$ cat src/hdl/assert_macros.svh
// Assertion helpers used by psrl_ctrl. Synthesis sees empty bodies.
`ifndef ASSERT_MACROS_SVH
`define ASSERT_MACROS_SVH

`ifndef SYNTHESIS

// Check a property on every rising edge outside reset.
`define ASSERT_CLK(lbl, clk, rst_n, prop) \
    lbl: assert property (@(posedge clk) disable iff (!rst_n) prop) \
        else $error("%m: property failed");

// Check that a condition never holds outside reset.
`define ASSERT_NEVER(lbl, clk, rst_n, cond) \
    lbl: assert property (@(posedge clk) disable iff (!rst_n) !(cond)) \
        else $error("%m: forbidden condition seen");

`else

`define ASSERT_CLK(lbl, clk, rst_n, prop)
`define ASSERT_NEVER(lbl, clk, rst_n, cond)

`endif

`endif

$ cat src/hdl/psrl_pkg.sv
package psrl_pkg;

    // Table geometry
    localparam int TABLE_DEPTH = 128;
    localparam int IDX_W       = (TABLE_DEPTH > 1) ? $clog2(TABLE_DEPTH) : 1;
    localparam int CNT_W       = $clog2(TABLE_DEPTH + 1);

    // Field widths
    localparam int ADDR_W   = 32;
    localparam int TIME_W   = 32;
    localparam int WINDOW_W = 16;
    localparam int LIMIT_W  = 8;
    localparam int COUNT_W  = LIMIT_W + 1;

    // Configuration port
    localparam int CFG_IDX_W  = 1;
    localparam int CFG_DATA_W = WINDOW_W;

    localparam logic [CFG_IDX_W-1:0] CFG_WINDOW = 1'd0;
    localparam logic [CFG_IDX_W-1:0] CFG_LIMIT  = 1'd1;

    localparam logic [WINDOW_W-1:0] WINDOW_RESET = 16'd60;
    localparam logic [LIMIT_W-1:0]  LIMIT_RESET  = 8'd30;

    // Request and result payloads
    typedef struct packed {
        logic [ADDR_W-1:0] source_address;
        logic [TIME_W-1:0] time_now;
    } t_in_item;

    typedef struct packed {
        logic allowed;
        logic tracked;
    } t_out_item;

    // Live configuration
    typedef struct packed {
        logic [WINDOW_W-1:0] window_seconds;
        logic [LIMIT_W-1:0]  request_limit;
    } t_cfg;

    // One tracked source
    typedef struct packed {
        logic [ADDR_W-1:0]  address;
        logic [COUNT_W-1:0] count;
        logic [TIME_W-1:0]  window_start;
    } t_entry;

    // Sequencer to table memory
    typedef struct packed {
        logic             rd_en;
        logic [IDX_W-1:0] rd_idx;
        logic             wr_en;
        logic [IDX_W-1:0] wr_idx;
        t_entry           wr_entry;
    } t_tbl_req;

endpackage

$ cat src/hdl/psrl_ctrl.sv
`include "assert_macros.svh"

module psrl_ctrl (
    input  logic                i_clk,
    input  logic                i_rst_n,
    input  psrl_pkg::t_cfg      i_cfg,
    input  logic                i_req_valid,
    input  psrl_pkg::t_in_item  i_req,
    output logic                o_busy,
    output logic                o_res_valid,
    output psrl_pkg::t_out_item o_res,
    input  logic                i_res_take,
    output psrl_pkg::t_tbl_req  o_tbl,
    input  psrl_pkg::t_entry    i_rd_entry
);
    import psrl_pkg::*;

    localparam logic [2:0] S_IDLE   = 3'd0;
    localparam logic [2:0] S_SCAN   = 3'd1;
    localparam logic [2:0] S_CHECK  = 3'd2;
    localparam logic [2:0] S_UPDATE = 3'd3;
    localparam logic [2:0] S_MISS   = 3'd4;
    localparam logic [2:0] S_DONE   = 3'd5;

    logic [2:0]         r_state,   n_state;
    logic [ADDR_W-1:0]  r_addr,    n_addr;
    logic [TIME_W-1:0]  r_now,     n_now;
    logic [CNT_W-1:0]   r_idx,     n_idx;
    logic               r_pend,    n_pend;
    logic [IDX_W-1:0]   r_pidx,    n_pidx;
    logic [IDX_W-1:0]   r_hit_idx, n_hit_idx;
    logic               r_expired, n_expired;
    logic               r_allowed, n_allowed;
    logic               r_tracked, n_tracked;
    logic [CNT_W-1:0]   r_used,    n_used;

    logic               issue;
    logic               match;
    logic [TIME_W-1:0]  elapsed;
    logic [COUNT_W-1:0] limit_ext;
    logic [COUNT_W-1:0] cap;
    logic [COUNT_W-1:0] new_count;
    logic               has_room;

    // Scan, compare and window arithmetic
    always_comb begin
        issue     = (r_state == S_SCAN) && (r_idx < r_used);
        match     = (r_state == S_SCAN) && r_pend && (i_rd_entry.address == r_addr);
        elapsed   = r_now - i_rd_entry.window_start;
        limit_ext = {1'b0, i_cfg.request_limit};
        cap       = limit_ext + COUNT_W'(1);
        new_count = (i_rd_entry.count < cap) ? (i_rd_entry.count + COUNT_W'(1))
                                             : i_rd_entry.count;
        has_room  = r_used < CNT_W'(TABLE_DEPTH);
    end

    // Sequencer
    always_comb begin
        n_state   = r_state;
        n_addr    = r_addr;
        n_now     = r_now;
        n_idx     = r_idx;
        n_pend    = 1'b0;
        n_pidx    = r_pidx;
        n_hit_idx = r_hit_idx;
        n_expired = r_expired;
        n_allowed = r_allowed;
        n_tracked = r_tracked;
        n_used    = r_used;

        o_tbl.rd_en    = 1'b0;
        o_tbl.rd_idx   = r_idx[IDX_W-1:0];
        o_tbl.wr_en    = 1'b0;
        o_tbl.wr_idx   = r_hit_idx;
        o_tbl.wr_entry = '{address: r_addr, count: COUNT_W'(1), window_start: r_now};

        unique case (r_state)
            S_IDLE: begin
                // Capture request and start the scan at entry zero
                if (i_req_valid) begin
                    n_addr  = i_req.source_address;
                    n_now   = i_req.time_now;
                    n_idx   = '0;
                    n_state = S_SCAN;
                end
            end
            S_SCAN: begin
                // Read one entry per cycle, compare the one read last cycle
                if (match) begin
                    n_hit_idx = r_pidx;
                    n_state   = S_CHECK;
                end else if (issue) begin
                    o_tbl.rd_en = 1'b1;
                    n_pend      = 1'b1;
                    n_pidx      = r_idx[IDX_W-1:0];
                    n_idx       = r_idx + CNT_W'(1);
                end else if (!r_pend) begin
                    n_state = S_MISS;
                end
            end
            S_CHECK: begin
                // Wrap-around age of the window
                n_expired = elapsed > {{(TIME_W-WINDOW_W){1'b0}}, i_cfg.window_seconds};
                n_state   = S_UPDATE;
            end
            S_UPDATE: begin
                // Restart the window or count the request
                o_tbl.wr_en = 1'b1;
                n_tracked   = 1'b1;
                if (r_expired) begin
                    n_allowed = 1'b1;
                end else begin
                    o_tbl.wr_entry.count        = new_count;
                    o_tbl.wr_entry.window_start = i_rd_entry.window_start;
                    n_allowed                   = new_count <= limit_ext;
                end
                n_state = S_DONE;
            end
            S_MISS: begin
                // Append while there is room; always allow
                n_allowed = 1'b1;
                n_tracked = has_room;
                if (has_room) begin
                    o_tbl.wr_en  = 1'b1;
                    o_tbl.wr_idx = r_used[IDX_W-1:0];
                    n_used       = r_used + CNT_W'(1);
                end
                n_state = S_DONE;
            end
            S_DONE: begin
                // Hold the result until the output register takes it
                if (i_res_take) begin
                    n_state = S_IDLE;
                end
            end
            default: n_state = S_IDLE;
        endcase
    end

    // Control state
    always_ff @(posedge i_clk) begin
        if (!i_rst_n) begin
            r_state <= S_IDLE;
            r_used  <= '0;
            r_pend  <= 1'b0;
        end else begin
            r_state <= n_state;
            r_used  <= n_used;
            r_pend  <= n_pend;
        end
    end

    // Working registers
    always_ff @(posedge i_clk) begin
        r_addr    <= n_addr;
        r_now     <= n_now;
        r_idx     <= n_idx;
        r_pidx    <= n_pidx;
        r_hit_idx <= n_hit_idx;
        r_expired <= n_expired;
        r_allowed <= n_allowed;
        r_tracked <= n_tracked;
    end

    assign o_busy            = r_state != S_IDLE;
    assign o_res_valid       = r_state == S_DONE;
    assign o_res.allowed     = r_allowed;
    assign o_res.tracked     = r_tracked;

    `ASSERT_NEVER(a_used_bound, i_clk, i_rst_n, r_used > CNT_W'(TABLE_DEPTH))
    `ASSERT_CLK(a_write_state, i_clk, i_rst_n, o_tbl.wr_en |-> (r_state == S_UPDATE || r_state == S_MISS))
    `ASSERT_CLK(a_append_grows, i_clk, i_rst_n, (r_state == S_MISS && has_room) |=> (r_used == $past(r_used) + CNT_W'(1)))
    `ASSERT_CLK(a_done_holds, i_clk, i_rst_n, (r_state == S_DONE && !i_res_take) |=> (r_state == S_DONE))

endmodule

$ cat config.mk
export PLATFORM = sky130hd
export DESIGN_NAME = psrl_ctrl
export DESIGN_NICKNAME = d
export VERILOG_FILES = /design/src/hdl/psrl_pkg.sv /design/src/hdl/psrl_ctrl.sv
export VERILOG_INCLUDE_DIRS = /design/src /design/src/hdl
export SDC_FILE = /design/constraint.sdc
export NUM_CORES = 1
export LEC_CHECK = 0
export BUFFER_PORTS_ARGS = -buffer_cell sky130_fd_sc_hd__buf_2
export CAP_MARGIN = 40
export CORE_ASPECT_RATIO = 1.4
export CORE_UTILIZATION = 51
export CTS_CLUSTER_DIAMETER = 50
export CTS_CLUSTER_SIZE = 14
export DETAILED_ROUTE_END_ITERATION = 8
export HOLD_SLACK_MARGIN = 0.12
export PLACE_DENSITY = 0.81
export SYNTH_ARGS = -nofsm -noshare
export SYNTH_HDL_FRONTEND = slang
export SYNTH_SLANG_ARGS = --single-unit
export TNS_END_PERCENT = 5
$ cat constraint.sdc
create_clock -name i_clk -period 6.6 [get_ports i_clk]
set_clock_uncertainty 0.1 [all_clocks]
set_input_delay 1.32 -clock i_clk [delete_from_list [all_inputs] [get_ports i_clk]]
set_output_delay 1.32 -clock i_clk [all_outputs]
set_load 0.005 [all_outputs]
== After elaboration in Yosys (flattened, before gate mapping) ==
Cells that the tools add are included.
W data, S select, Z words.
Storage, ports and cells
  logic and storage cells: 70
  bits in registers: 101
Operators by class
  muxes and demuxes: 22
  reduce and logical (&&, ||, !) cells: 14
  $lt $le $gt $ge: 5
  equal/unequal tests: 12
  bitwise logic cells: 1
  add/sub/neg operators: 5
Operator list (count)
  $mux W41: 2
  $eq A32 B32 Y1: 1
  $gt A32 B16 Y1: 1
  $mux W8: 4
  $sub A32 B32 Y32: 1
  $add A8 B1 Y8 const B: 2
  $pmux W8 S2: 1
  $mux W3: 5
  $pmux W3 S5: 1
  $add A8 B1 Y9 const B: 1
  $add A9 B1 Y9 const B: 1
  $le A9 B8 Y1: 1
  $lt A9 B9 Y1: 1
  $mux W9: 1
  $lt A8 B8 Y1: 1
  $lt A8 B8 Y1 const B: 1
  $reduce_and A4 Y1: 2
  $mux W7: 1
  $eq A3 B2 Y1 const B: 2
  $eq A3 B3 Y1 const B: 2
  $ne A2 B2 Y1 const B: 3
  $ne A3 B3 Y1 const B: 2
  $pmux W1 S2: 3
  $reduce_and A2 Y1: 3
  other kinds (10): 16

== Logic depth before layout (Yosys ltp) ==
Gate-level depths: netlist of run 1.
  depth in word-level cells: 6
  depth in mapped cells: 20

== Worst setup path after synthesis of run 1 ==
No wires, ideal clock.
  kind: input -> register
  start: input i_rd_entry[0] (netlist name)
  end: register r_expired (data pin)
  library setup time: 272 ps
  path slack: 1197 ps
  stages: 19
  arrival: 5032 ps
  path buffers: 0
  cells stage by stage: ha_1 inv_1 fa_1 a211oi_1 o21ai_2 o2111ai_1 o21ba_2 o21ai_0 xor2_1 ha_1 a21oi_1 nand2_1 a21oi_1 o21ai_0 a21boi_0 nor3_1 nand3_1 or4_1 or4_1
On the way
  cells in the longest elaborated chain, start to end: 2
RTL lines
  start: declaration: RTL line psrl_ctrl.sv:14  | input psrl_pkg::t_entry i_rd_entry
  $sub A32 B32 Y32: RTL line psrl_ctrl.sv:49  | elapsed = r_now - i_rd_entry.window_start;
  $gt A32 B16 Y1: RTL line psrl_ctrl.sv:103  | n_expired = elapsed > {{(TIME_W-WINDOW_W){1'b0}}, i_cfg.window_seconds};
  end signal: assignment: RTL line psrl_ctrl.sv:160  | r_expired <= n_expired;
  end: declaration: RTL line psrl_ctrl.sv:32  | logic r_expired, n_expired;
No other way between the ends.
A chain may end at the register's enable or synchronous reset.

== Final worst setup path of run 1 ==
Same ends and word-level chain as after synthesis.

==> results.md, run 1 <==
- Status: finished, final reports clean
- Placed instance area: 0.00881 sq mm
- Worst Path Buf+Inv: 2
- Reg clk slew, reported paths: 80 ps
- Worst Max-Slew Pin Slew: 769 ps
- Startpoint types: input port
- Final slew viol count: 0
- Crit path largest cell delay: 520 ps
- Root Driver: clkbuf_16
- Clock Latency Late Sink: 350 ps
- Longest Clk Path Bufs: 2
- Routability Congestion: 0.905
- Peak VDD IR: 0.000177 V
- Average size of a mapped cell: 9.54 sq um
- Unrepaired setup endpoints after global routing: no
- Clock Sinks: 101
- Yosys warnings: 0
- Gate count of the mapped netlist: 777
- Core area: 0.0140 sq mm
- GRT Residual Overflow: 0
- Post-Syn Area: 0.00741 sq mm
- Die area: 0.0150 sq mm
- Inserted Clock Buffers: 9
- Worst-path cell chain: buf_2 > ha_1 > inv_1 > fa_1 > a211oi_1 > o21ai_2 > o2111ai_1 > o21ba_2 > o21ai_0 > xor2_1 > ha_1 > a21oi_1 > nand2_1 > a21oi_1 > o21ai_0 > a21boi_0 > nor3_1 > nand3_1 > or4_1 > or4_1
- Post-CTS Hold Buffers: 0
- Worst Path Max Fanout: 4
- All-Layer GR Usage: 26.2%
- Sequential fraction of the synthesis area: 39.3%
- Antenna fix cells: 0
- Total power: 0.00221 W
- Post_cts resized: 0
- Required time worst endpoint: 6590 ps
- Final wirelength: 19,900 um
- Crit path max-delay family: compound AO/OA/AOI/OAI gates
- Final instance area: 0.00912 sq mm
- Post-route DRC: 0
- DP Worst Slack: 689 ps
- Leak Pwr: 4.21 nW
- TNS Setup: 0 ps
- CTS tree: yes
- WS Path Type: input port to register
- Worst Hold Class: register to register
- Setup violations, final: 0
- Reg area: 0.00291 sq mm
- Std-Cell Rows: 51
- Max-slew headroom: 48.7%
- Post-synth ARST share: 0%
- Initial antenna violation count: 1
- DRT Pass-1 Iters: 5
- Chip Height: 145 um
- Most used DFF post-synth: edfxtp_1
- Post-DP HPWL: 16,200 um
- Number of distinct library cells after synthesis: 58
- Htree depth: 3
- F_max: 180 MHz
- Final Hold Viols: 0
- Share of layout cells above drive strength 1: 29.5%
- Syn nets: 1,017
- Crit-path slowest cell: or4_1
- First-pass GRT wire length: 30,900 um
- Multi-input gate area: 0.00407 sq mm
- Starting Density: 52.8%
- Iter 0 DRT Violations: 230
- Via-to-Cell Ratio: 5.49
- Fin crit period: 5550 ps
- Fin nets: 1,258
- DR vias: 6,627
- Post-synth EDFFs: 89
- Register bit total from synthesis: 101
- Nature of the critical path endpoint: register
- DRT antenna net count: 0
- Period utilisation layout: 84.0%
- Number of top-level pins: 258
- Layout area overhead: 23.0%
- Chip Width: 104 um
- Port Buf Inserts: 257
- Post-CTS Setup Inserts: 0
- Pwr dens: 242 mW/mm^2
- Largest net degree at the start of global routing: 40
- Fillers: 1,209
- Final hold slack: 331 ps
- Vias in the first global route: 6,610
- Max_cap viols: 0
- Final worst setup slack: 1050 ps
- WL per Instance: 16.5 um
- Worst EP arrival: 5540 ps
## flip-flops by register name, summed over array words and instances (netlist names)
register,count
r_addr,32
r_allowed,1
r_expired,1
r_hit_idx,7
r_idx,8
r_now,32
r_pend,1
r_pidx,7
r_state,3
r_tracked,1
r_used,8
## cell usage after synthesis, drive strengths merged, types with 2 or more instances
cell type   n  area, sq um
a211oi      9         72.6
a21boi      4         30.0
a21o       14          105
a21oi      42          214
a221o       2         20.0
a311oi      2         17.5
a31oi       5         31.3
and2       11         68.8
and3        8         50.1
and4        2         17.5
buf        14          104
clkbuf     19         71.3
dfxtp      12          240
edfxtp     89         2670
ha         74          926
inv        69          259
mux2       11          124
mux2i       2         20.0
nand2      75          282
nand2b      6         37.5
nand3      23          115
nand4      24          150
nor2       33          124
nor2b      17          106
nor3       11         55.1
nor3b       2         15.0
nor4       10         68.8
o2111ai     6         52.6
o211ai      4         30.0
o21a       12         90.1
o21ai      55          279
o21ba       4         40.0
o21bai      3         22.5
o221ai      3         26.3
o22ai       2         12.5
or2         2         12.5
or3         4         25.0
or4         4         30.0
xnor2      34          298
xor2       43          377
## metal layers
metal	global-route usage (%)	vias to the layer above	routed length [um]
met5	0	-	12
met4	11.7	2	618
met3	4.16	38	1090
met2	51.4	254	10800
met1	27.4	3062	7430
li1	-	3271	-
## cell type report
class,count,share of cell area (%)
clock inverters,7,0.878
well taps,185,2.54
repair buffers,263,14.7
flip-flops and latches,101,31.9
clock buffers,9,2.47
multi-input cells,574,44.6
inverters,69,2.84
## where the power goes
part	internal [W]	total, W	leakage [nW]	switching [W]
logic	0.000345	0.000781	3.13	0.000436
registers	0.000812	0.000888	0.943	0.0000764
clock network	0.000270	0.000542	0.145	0.000272
## metrics by stage
step / util [%] / instances
after floorplan: - / 777
after global placement: 62.5 / 1189
after detailed placement: 62.8 / 1192
after CTS: 65.0 / 1208
after global routing: 65.0 / 1208
final: 65.0 / 1208
## final timing paths
kind | start | endpoint | slack, ps | cells past startpoint
max reg2reg | r_now[0]$_DFFE_PP_ | r_expired$_DFFE_PP_ | 1660 | 20
min | r_pidx[5]$_DFFE_PP_ | r_hit_idx[5]$_DFFE_PP_ | 330 | 0
min reg2reg | r_pidx[5]$_DFFE_PP_ | r_hit_idx[5]$_DFFE_PP_ | 330 | 0
max | i_rd_entry[0] | r_expired$_DFFE_PP_ | 1050 | 20
## cells by family after synthesis
| family | after synthesis | share of synthesized area (%) |
|---|---|---|
| muxes | 13 | 1.94 |
| and+or+nand+nor | 234 | 15.8 |
| DFF | 101 | 39.3 |
| adders and majority gates | 75 | 12.8 |
| buffers and inverters | 102 | 5.86 |
| xor gates and xnor gates | 77 | 9.10 |
| AOI/OAI and AO/OA | 175 | 15.3 |
## worst reg2reg max path: stages, from the launching register on
cell and delay [ps]:
edfxtp_1 390, inv_1 70, ha_1 160, inv_1 60, fa_1 420, a211oi_1 310
o21ai_2 130, o2111ai_1 270, o21ba_2 260, o21ai_0 160, xor2_1 180, ha_1 320
a21oi_1 150, nand2_1 80, a21oi_1 140, o21ai_0 90, a21boi_0 130, nor3_1 170
nand3_1 90, or4_1 480, or4_1 520
## cells in the final DEF (no fill, tap or decap), types with 9 or more instances in the layout
cell	n
buf_2	258
and2_1	11
edfxtp_1	89
clkbuf_16	9
nor2b_1	17
dfxtp_1	12
xor2_1	43
nand2_1	75
nand4_1	24
inv_1	69
o21a_1	12
nor2_1	33
o21ai_0	53
a21oi_1	41
a21o_1	14
ha_1	74
nor4_1	9
xnor2_1	34
mux2_2	11
nand3_1	23
nor3_1	11
Note: power is estimated with default switching activity, not from simulation.
==> inputs of run 2 (changes only) <==
Settings changed: CORE_UTILIZATION 51 to 46, PLACE_DENSITY 0.81 to 0.77.
Clock period 6.6 ns to 4.98 ns, I/O delays scaled along.
==> run 2 against run 1 <==
Compared with the run above: sequential power rose by 32%; routed wire length down 1.4%; power is 34% higher; largest power group unchanged.
==> results.md, run 2 (synthesis results as in run 1) <==
- Final Hold Viols: 0 (unchanged)
- Post-layout util: 59.4% (was 65.0%)
- Sequential share of power: 39.6% (was 40.2%)
- Reg2Reg Depth: 20 (unchanged)
- Crit path largest cell delay: 520 ps (about the same)
- Commonest non-fill, non-tap cell in the layout: buf_2 (unchanged)
- Min-Delay Path Depth: 0 (unchanged)
- Layout area overhead: 25.5% (was 23.0%)
- Htree depth: 3 (unchanged)
- Share of layout cells above drive strength 1: 31.1% (was 29.5%)
- Fin crit period: 4750 ps
- Period utilisation layout: 95.5%
- Worst Hold Class: register to register (unchanged)
- Worst-path cell chain: buf_2 > ha_1 > inv_1 > fa_2 > a211oi_2 > o21ai_2 > o2111ai_2 > o21ba_2 > o21ai_1 > xor2_1 > ha_1 > a21oi_1 > nand2_1 > a21oi_1 > o21ai_0 > a21boi_0 > nor3_1 > nand3_1 > or4_1 > or4_1 (was buf_2 > ha_1 > inv_1 > fa_1 > a211oi_1 > o21ai_2 > o2111ai_1 > o21ba_2 > o21ai_0 > xor2_1 > ha_1 > a21oi_1 > nand2_1 > a21oi_1 > o21ai_0 > a21boi_0 > nor3_1 > nand3_1 > or4_1 > or4_1)
- Inserted Clock Buffers: 9 (unchanged)
- Total power: 0.00296 W (was 0.00221 W)
- Unrepaired setup endpoints after global routing: no (unchanged)
- Chip Height: 152 um (was 145 um)
- Port Buf Inserts: 257 (unchanged)
- F_max: 210 MHz
- WS Path Type: input port to register (unchanged)
- Number of top-level pins: 258 (unchanged)
- Worst EP arrival: 4750 ps (was 5540 ps)
- Nature of the critical path endpoint: register (unchanged)
- GRT Residual Overflow: 0 (unchanged)
- Clk pwr share: 24.3% (was 24.5%)
- Setup violations, final: 0 (unchanged)
- Commonest non-fill, non-tap cells in the layout: buf_2 (258), edfxtp_1 (89), nand2_1 (75) (unchanged)
- Reg clk slew, reported paths: 70 ps (was 80 ps)
- Status: finished, final reports clean (unchanged)
- DP Worst Slack: -236 ps (was 689 ps)
- Final slew viol count: 0 (unchanged)
- Worst Max-Slew Pin Slew: 681 ps (was 769 ps)
- P_int: 0.00192 W (was 0.00143 W)
- Max_cap viols: 0 (unchanged)
- All-Layer GR Usage: 24.0% (was 26.2%)
- Antenna fix cells: 0 (unchanged)
- Post-CTS Hold Buffers: 0 (unchanged)
- Fin nets: 1,276 (was 1,258)
- Iter 0 DRT Violations: 329 (was 230)
- Chip Width: 109 um (was 104 um)
- Placed instance area: 0.00897 sq mm (was 0.00881 sq mm)
- Core area: 0.0157 sq mm (was 0.0140 sq mm)
- Final instance area: 0.00931 sq mm (was 0.00912 sq mm)
- Peak VDD IR: 0.000260 V (was 0.000177 V)
- Largest net degree at the start of global routing: 44 (was 40)
- Net Sw Frac: 35.0% (was 35.5%)
- Combinational share of power: 36.1% (was 35.3%)
- Final worst setup slack: 226 ps (was 1050 ps)
- Via-to-Cell Ratio: 5.33 (was 5.49)
- Routability Congestion: 0.917 (was 0.905)
- Initial antenna violation count: 0 (was 1)
- Clock Sinks: 101 (unchanged)
- Post-route DRC: 0 (unchanged)
- WL per Instance: 15.9 um (was 16.5 um)
- Fillers: 1,386 (was 1,209)
- First-pass GRT wire length: 30,600 um (was 30,900 um)
- Max-slew headroom: 54.3% (was 48.7%)
- Psw: 0.00104 W (was 0.000784 W)
- Longest Clk Path Bufs: 2 (unchanged)
- CTS tree: yes (unchanged)
- Worst Path Max Fanout: 3 (was 4)
- DRT Pass-1 Iters: 4 (was 5)
- Post-DP HPWL: 16,400 um (was 16,200 um)
- Required time worst endpoint: 4980 ps (was 6590 ps)
- DR vias: 6,590 (was 6,627)
- Root Driver: clkbuf_16 (unchanged)
- Crit-path slowest cell: or4_1 (unchanged)
- Std-Cell Rows: 54 (was 51)
- Die area: 0.0166 sq mm (was 0.0150 sq mm)
- Starting Density: 47.3% (was 52.8%)
- Final wirelength: 19,700 um (was 19,900 um)
- Leak Pwr: 4.31 nW (was 4.21 nW)
- DRT antenna net count: 0 (unchanged)
- Startpoint types: input port (unchanged)
- Clock Latency Late Sink: 360 ps (was 350 ps)
- Biggest regs: r_addr (32), r_now (32) (unchanged)
- Pwr dens: 318 mW/mm^2 (was 242 mW/mm^2)
- Vias in the first global route: 6,490 (was 6,610)
==> run 2: path summary, 6_finish.rpt <==
| kind | start | slack, ps | endpoint |
|---|---|---|---|
| max | i_rd_entry[0] | 230 | r_expired$_DFFE_PP_ |
| min | r_pidx[5]$_DFFE_PP_ | 320 | r_hit_idx[5]$_DFFE_PP_ |
| max reg2reg | r_now[0]$_DFFE_PP_ | 500 | r_expired$_DFFE_PP_ |
| min reg2reg | r_pidx[5]$_DFFE_PP_ | 320 | r_hit_idx[5]$_DFFE_PP_ |
==> run 2: worst max-delay path, delay by kind of cell <==
family | cells | cell delay [ps]
buffers and inverters | 2 | 140
AOI/OAI and AO/OA | 9 | 1330
xor gates and xnor gates | 1 | 170
adders and majority gates | 3 | 820
and+or+nand+nor | 5 | 1300
==> run 2: what timing repair did <==
item,CTS,global route
setup buffers,0,1
resized for setup,0,3
setup endpoints to repair,0,1
==> run 2: per-stage QoR <==
stage               hold WS (ps)  instances  setup TNS [ps]
floorplan                    300        777               0
global placement             300       1216            -159
detailed placement           305       1220            -236
CTS                          326       1236               0
global route                 333       1237               0
finish                       323       1237               0
==> run 2: per-layer routing <==
metal  wire length, um  track usage (%)
met3              1330             5.09
met1              8120             27.5
met5                 0                0
met2              9660             42.4
met4               540             9.90
==> run 2: final cells by class <==
cell class | count | area [sq um] | area share, %
clock buffers | 9 | 225 | 2.42
clock inverters | 7 | 86.3 | 0.928
inverters | 69 | 259 | 2.78
multi-input cells | 574 | 4090 | 43.9
flip-flops and latches | 101 | 2910 | 31.3
well taps | 196 | 245 | 2.64
repair buffers | 281 | 1490 | 16.0
==> run 2: power groups by stage <==
stage | clock [W] | sequential [W] | combinational [W]
2_1_floorplan | 0 | 0.00117 | 0.000709
3_3_place_gp | 0 | 0.00119 | 0.00103
3_5_place_dp | 0 | 0.00119 | 0.00106
5_1_grt | 0.000764 | 0.00119 | 0.00120
4_1_cts | 0.000734 | 0.00117 | 0.00107
6_report | 0.000720 | 0.00117 | 0.00107
==> inputs of run 3 (changes only) <==
Settings changed: ABC_AREA set to 1, CORE_UTILIZATION 46 to 48, PLACE_DENSITY 0.77 to 0.79.
==> run 3 against run 2 <==
Compared with the run above: global-route usage grew 0.10 points; critical path depth down 4; critical path type is now input port to output pin; flip-flop and latch count unchanged; utilization grew 0.073 points; final cell count up 30%; synthesized cell count is 47% higher; clock power hardly changed.
==> results.md, run 3 <==
- Fin crit period: 4580 ps (was 4750 ps)
- Via-to-Cell Ratio: 4.88 (was 5.33)
- P_int: 0.00177 W (was 0.00192 W)
- Average size of a mapped cell: 7.18 sq um (was 9.54 sq um)
- Post-CTS Setup Inserts: 0 (unchanged)
- Antenna fix cells: 0 (unchanged)
- Reg clk slew, reported paths: 80 ps (was 70 ps)
- Die area: 0.0176 sq mm (was 0.0166 sq mm)
- CP dominant cell by count: nor2_1
- Final wirelength: 21,100 um (was 19,700 um)
- Combinational share of power: 33.7% (was 36.1%)
- Startpoint types: input port (unchanged)
- Crit path largest cell delay: 280 ps (was 520 ps)
- Routability Congestion: 0.929 (was 0.917)
- Fillers: 1,584 (was 1,386)
- Starting Density: 49.1% (was 47.3%)
- Register bit total from synthesis: 101 (unchanged)
- Max-slew headroom: 44.7% (was 54.3%)
- Chip Height: 157 um (was 152 um)
- Worst Path Max Fanout: 7 (was 3)
- Reg2Reg Depth: 24 (was 20)
- Worst Hold Class: register to register (unchanged)
- Crit path max-delay family: simple AND/OR/NAND/NOR gates (was compound AO/OA/AOI/OAI gates)
- Syn nets: 1,385 (was 1,017)
- Chip Width: 113 um (was 109 um)
- Nature of the critical path endpoint: output pin (was register)
- Post-synth EDFFs: 89 (unchanged)
- Setup crit end: o_tbl[38] (was r_expired$_DFFE_PP_)
- Setup violations, final: 0 (unchanged)
- Most frequent cell after synthesis: nand2_1 (was edfxtp_1)
- Fin nets: 1,635 (was 1,276)
- First-pass GRT wire length: 33,800 um (was 30,600 um)
- GRT Residual Overflow: 0 (unchanged)
- Reg area: 0.00291 sq mm (unchanged)
- Post-Syn Area: 0.00822 sq mm (was 0.00741 sq mm)
- Longest Clk Path Bufs: 2 (unchanged)
- Initial antenna violation count: 0 (unchanged)
- Vias in the first global route: 7,616 (was 6,490)
- Most used DFF post-synth: edfxtp_1 (unchanged)
- Inserted Clock Buffers: 9 (unchanged)
- Status: finished, final reports clean (unchanged)
- Most area-hungry cell type in the Yosys netlist: edfxtp_1 (unchanged)
- Number of distinct library cells after synthesis: 34 (was 58)
- Peak VDD IR: 0.000202 V (was 0.000260 V)
- Crit-path slowest cell: ha_1 (was or4_1)
- Number of top-level pins: 258 (unchanged)
- All-Layer GR Usage: 24.1% (was 24.0%)
- CTS tree: yes (unchanged)
- Post-CTS Hold Buffers: 0 (unchanged)
- Worst EP arrival: 3480 ps (was 4750 ps)
- Commonest non-fill, non-tap cell in the layout: nand2_1 (was buf_2)
- Max_cap viols: 0 (unchanged)
- Sequential share of power: 40.3% (was 39.6%)
- Net Sw Frac: 35.9% (was 35.0%)
- Post-synth ARST share: 0% (unchanged)
- Setup slack, reg-to-reg: 1360 ps (was 500 ps)
- Share of layout cells above drive strength 1: 21.2% (was 31.1%)
- Yosys top cell area share: 32.5% (was 36.0%)
- F_max: 219 MHz (was 210 MHz)
- Post-layout util: 59.4% (about the same)
- Clock Latency Late Sink: 360 ps (about the same)
- Worst Max-Slew Pin Slew: 827 ps (was 681 ps)
- DRT antenna net count: 0 (unchanged)
- Leak Pwr: 5.38 nW (was 4.31 nW)
- RR Endpoint: r_expired$_DFFE_PP_ (unchanged)
- Psw: 0.000992 W (was 0.00104 W)
- Period utilisation layout: 91.9% (was 95.5%)
- Std-Cell Rows: 56 (was 54)
- Required time worst endpoint: 3880 ps (was 4980 ps)
- Worst Path Buf+Inv: 2 (unchanged)
- Largest net degree at the start of global routing: 47 (was 44)
- Biggest regs: r_addr (32), r_now (32) (unchanged)
- Multi-input gate area: 0.00435 sq mm (was 0.00409 sq mm)
- Clk pwr share: 26.0% (was 24.3%)
- Unrepaired setup endpoints after global routing: no (unchanged)
- Worst-path cell chain: buf_2 > ha_1 > nand3_1 > nor2_1 > nand2_1 > xor2_1 > ha_1 > a21oi_1 > nor2_1 > a211oi_1 > nand3_1 > nor2_1 > nand3_1 > xor2_1 > nor2_1 > buf_2 (was buf_2 > ha_1 > inv_1 > fa_2 > a211oi_2 > o21ai_2 > o2111ai_2 > o21ba_2 > o21ai_1 > xor2_1 > ha_1 > a21oi_1 > nand2_1 > a21oi_1 > o21ai_0 > a21boi_0 > nor3_1 > nand3_1 > or4_1 > or4_1)
- Layout area overhead: 21.2% (was 25.5%)
- Pwr dens: 278 mW/mm^2 (was 318 mW/mm^2)
- Gate count of the mapped netlist: 1,145 (was 777)
- DR vias: 7,823 (was 6,590)
- Ranking of synthesized cells by area: edfxtp_1 (33%), nand2_1 (16%), ha_1 (11%) (was edfxtp_1 (36%), ha_1 (12%), xor2_1 (5.1%))
- DRT Pass-1 Iters: 4 (unchanged)
- Final Hold Viols: 0 (unchanged)
- WS Path Type: input port to output pin (was input port to register)
- Worst r2r src: r_now[0]$_DFFE_PP_ (unchanged)
- Final slew viol count: 0 (unchanged)
- Commonest non-fill, non-tap cells in the layout: nand2_1 (341), buf_2 (257), inv_1 (219) (was buf_2 (258), edfxtp_1 (89), nand2_1 (75))
- Post-DP HPWL: 17,800 um (was 16,400 um)
- Iter 0 DRT Violations: 353 (was 329)
- Root Driver: clkbuf_16 (unchanged)
- Worst path depth: 16 (was 20)
- Worst setup path startpoint: i_cfg[0] (was i_rd_entry[0])
- TNS Setup: 0 ps (unchanged)
- Clock Sinks: 101 (unchanged)
- Sequential fraction of the synthesis area: 35.5% (was 39.3%)
- WL per Instance: 13.2 um (was 15.9 um)
- Yosys warnings: 0 (unchanged)
- Synth cell count leaders: nand2_1 (341), inv_1 (219), nor2_1 (109), edfxtp_1 (89), ha_1 (74) (was edfxtp_1 (89), nand2_1 (75), ha_1 (74), inv_1 (69), o21ai_0 (53))
- Htree depth: 3 (unchanged)
- Post-route DRC: 0 (unchanged)
- Core area: 0.0167 sq mm (was 0.0157 sq mm)
- Port Buf Inserts: 257 (unchanged)
- Post_cts resized: 0 (unchanged)
run 3: how the worst min path moves through the flow:
stage,from,end,slack (ps),depth (start not counted)
2_1_floorplan,r_pidx[0]$_DFFE_PP_,r_hit_idx[0]$_DFFE_PP_,300,0
3_5_place_dp,r_pidx[6]$_DFFE_PP_,r_hit_idx[6]$_DFFE_PP_,310,0
4_1_cts,r_pidx[6]$_DFFE_PP_,r_hit_idx[6]$_DFFE_PP_,330,0
3_3_place_gp,r_pidx[3]$_DFFE_PP_,r_hit_idx[3]$_DFFE_PP_,300,0
6_report,r_pidx[6]$_DFFE_PP_,r_hit_idx[6]$_DFFE_PP_,320,0
5_1_grt,r_pidx[6]$_DFFE_PP_,r_hit_idx[6]$_DFFE_PP_,330,0
run 3: per-layer routing:
metal	vias up	track usage, %	part of all wire [%]
met1	3416	25.2	39
met4	0	8.13	2.4
met5	-	0	0
li1	4125	-	-
met3	34	4.42	5.3
met2	248	47.6	53
run 3: layout make-up:
cell class	instances	share of cell area [%]
clock buffer	10	2.30
tap	203	2.55
clock inverter	6	0.654
inverter	222	8.37
timing repair buffer	259	13.2
multi-input combinational	802	43.7
sequential	101	29.3
run 3: power groups by stage:
stage	logic (W)	clock network, W	registers (W)
final	0.000933	0.000719	0.00111
after global routing	0.00107	0.000754	0.00113
after CTS	0.000938	0.000730	0.00112
after detailed placement	0.000932	0	0.00113
after global placement	0.000911	0	0.00113
after floorplan	0.000646	0	0.00112
run 3: per-stage QoR:
step           total power [W]  setup slack (ps)  hold slack, ps  std cells  area, sq um
2_1_floorplan          0.00177               689             300       1145         8220
3_3_place_gp           0.00204               407             301       1586         9640
3_5_place_dp           0.00207               393             307       1587         9660
4_1_cts                0.00278               402             326       1603         9950
5_1_grt                0.00295              91.3             333       1603         9950
6_report               0.00277               405             324       1603         9950
run 3: kinds of logic after synthesis:
family | count (synthesis) | synth area share (%)
adder cells (fa/ha/maj) | 75 | 11.5
AO/OA/AOI/OAI | 120 | 7.75
flip-flops | 101 | 35.5
buffers and inverters | 242 | 11.7
AND/OR/NAND/NOR | 559 | 28.4
XOR/XNOR | 48 | 5.12
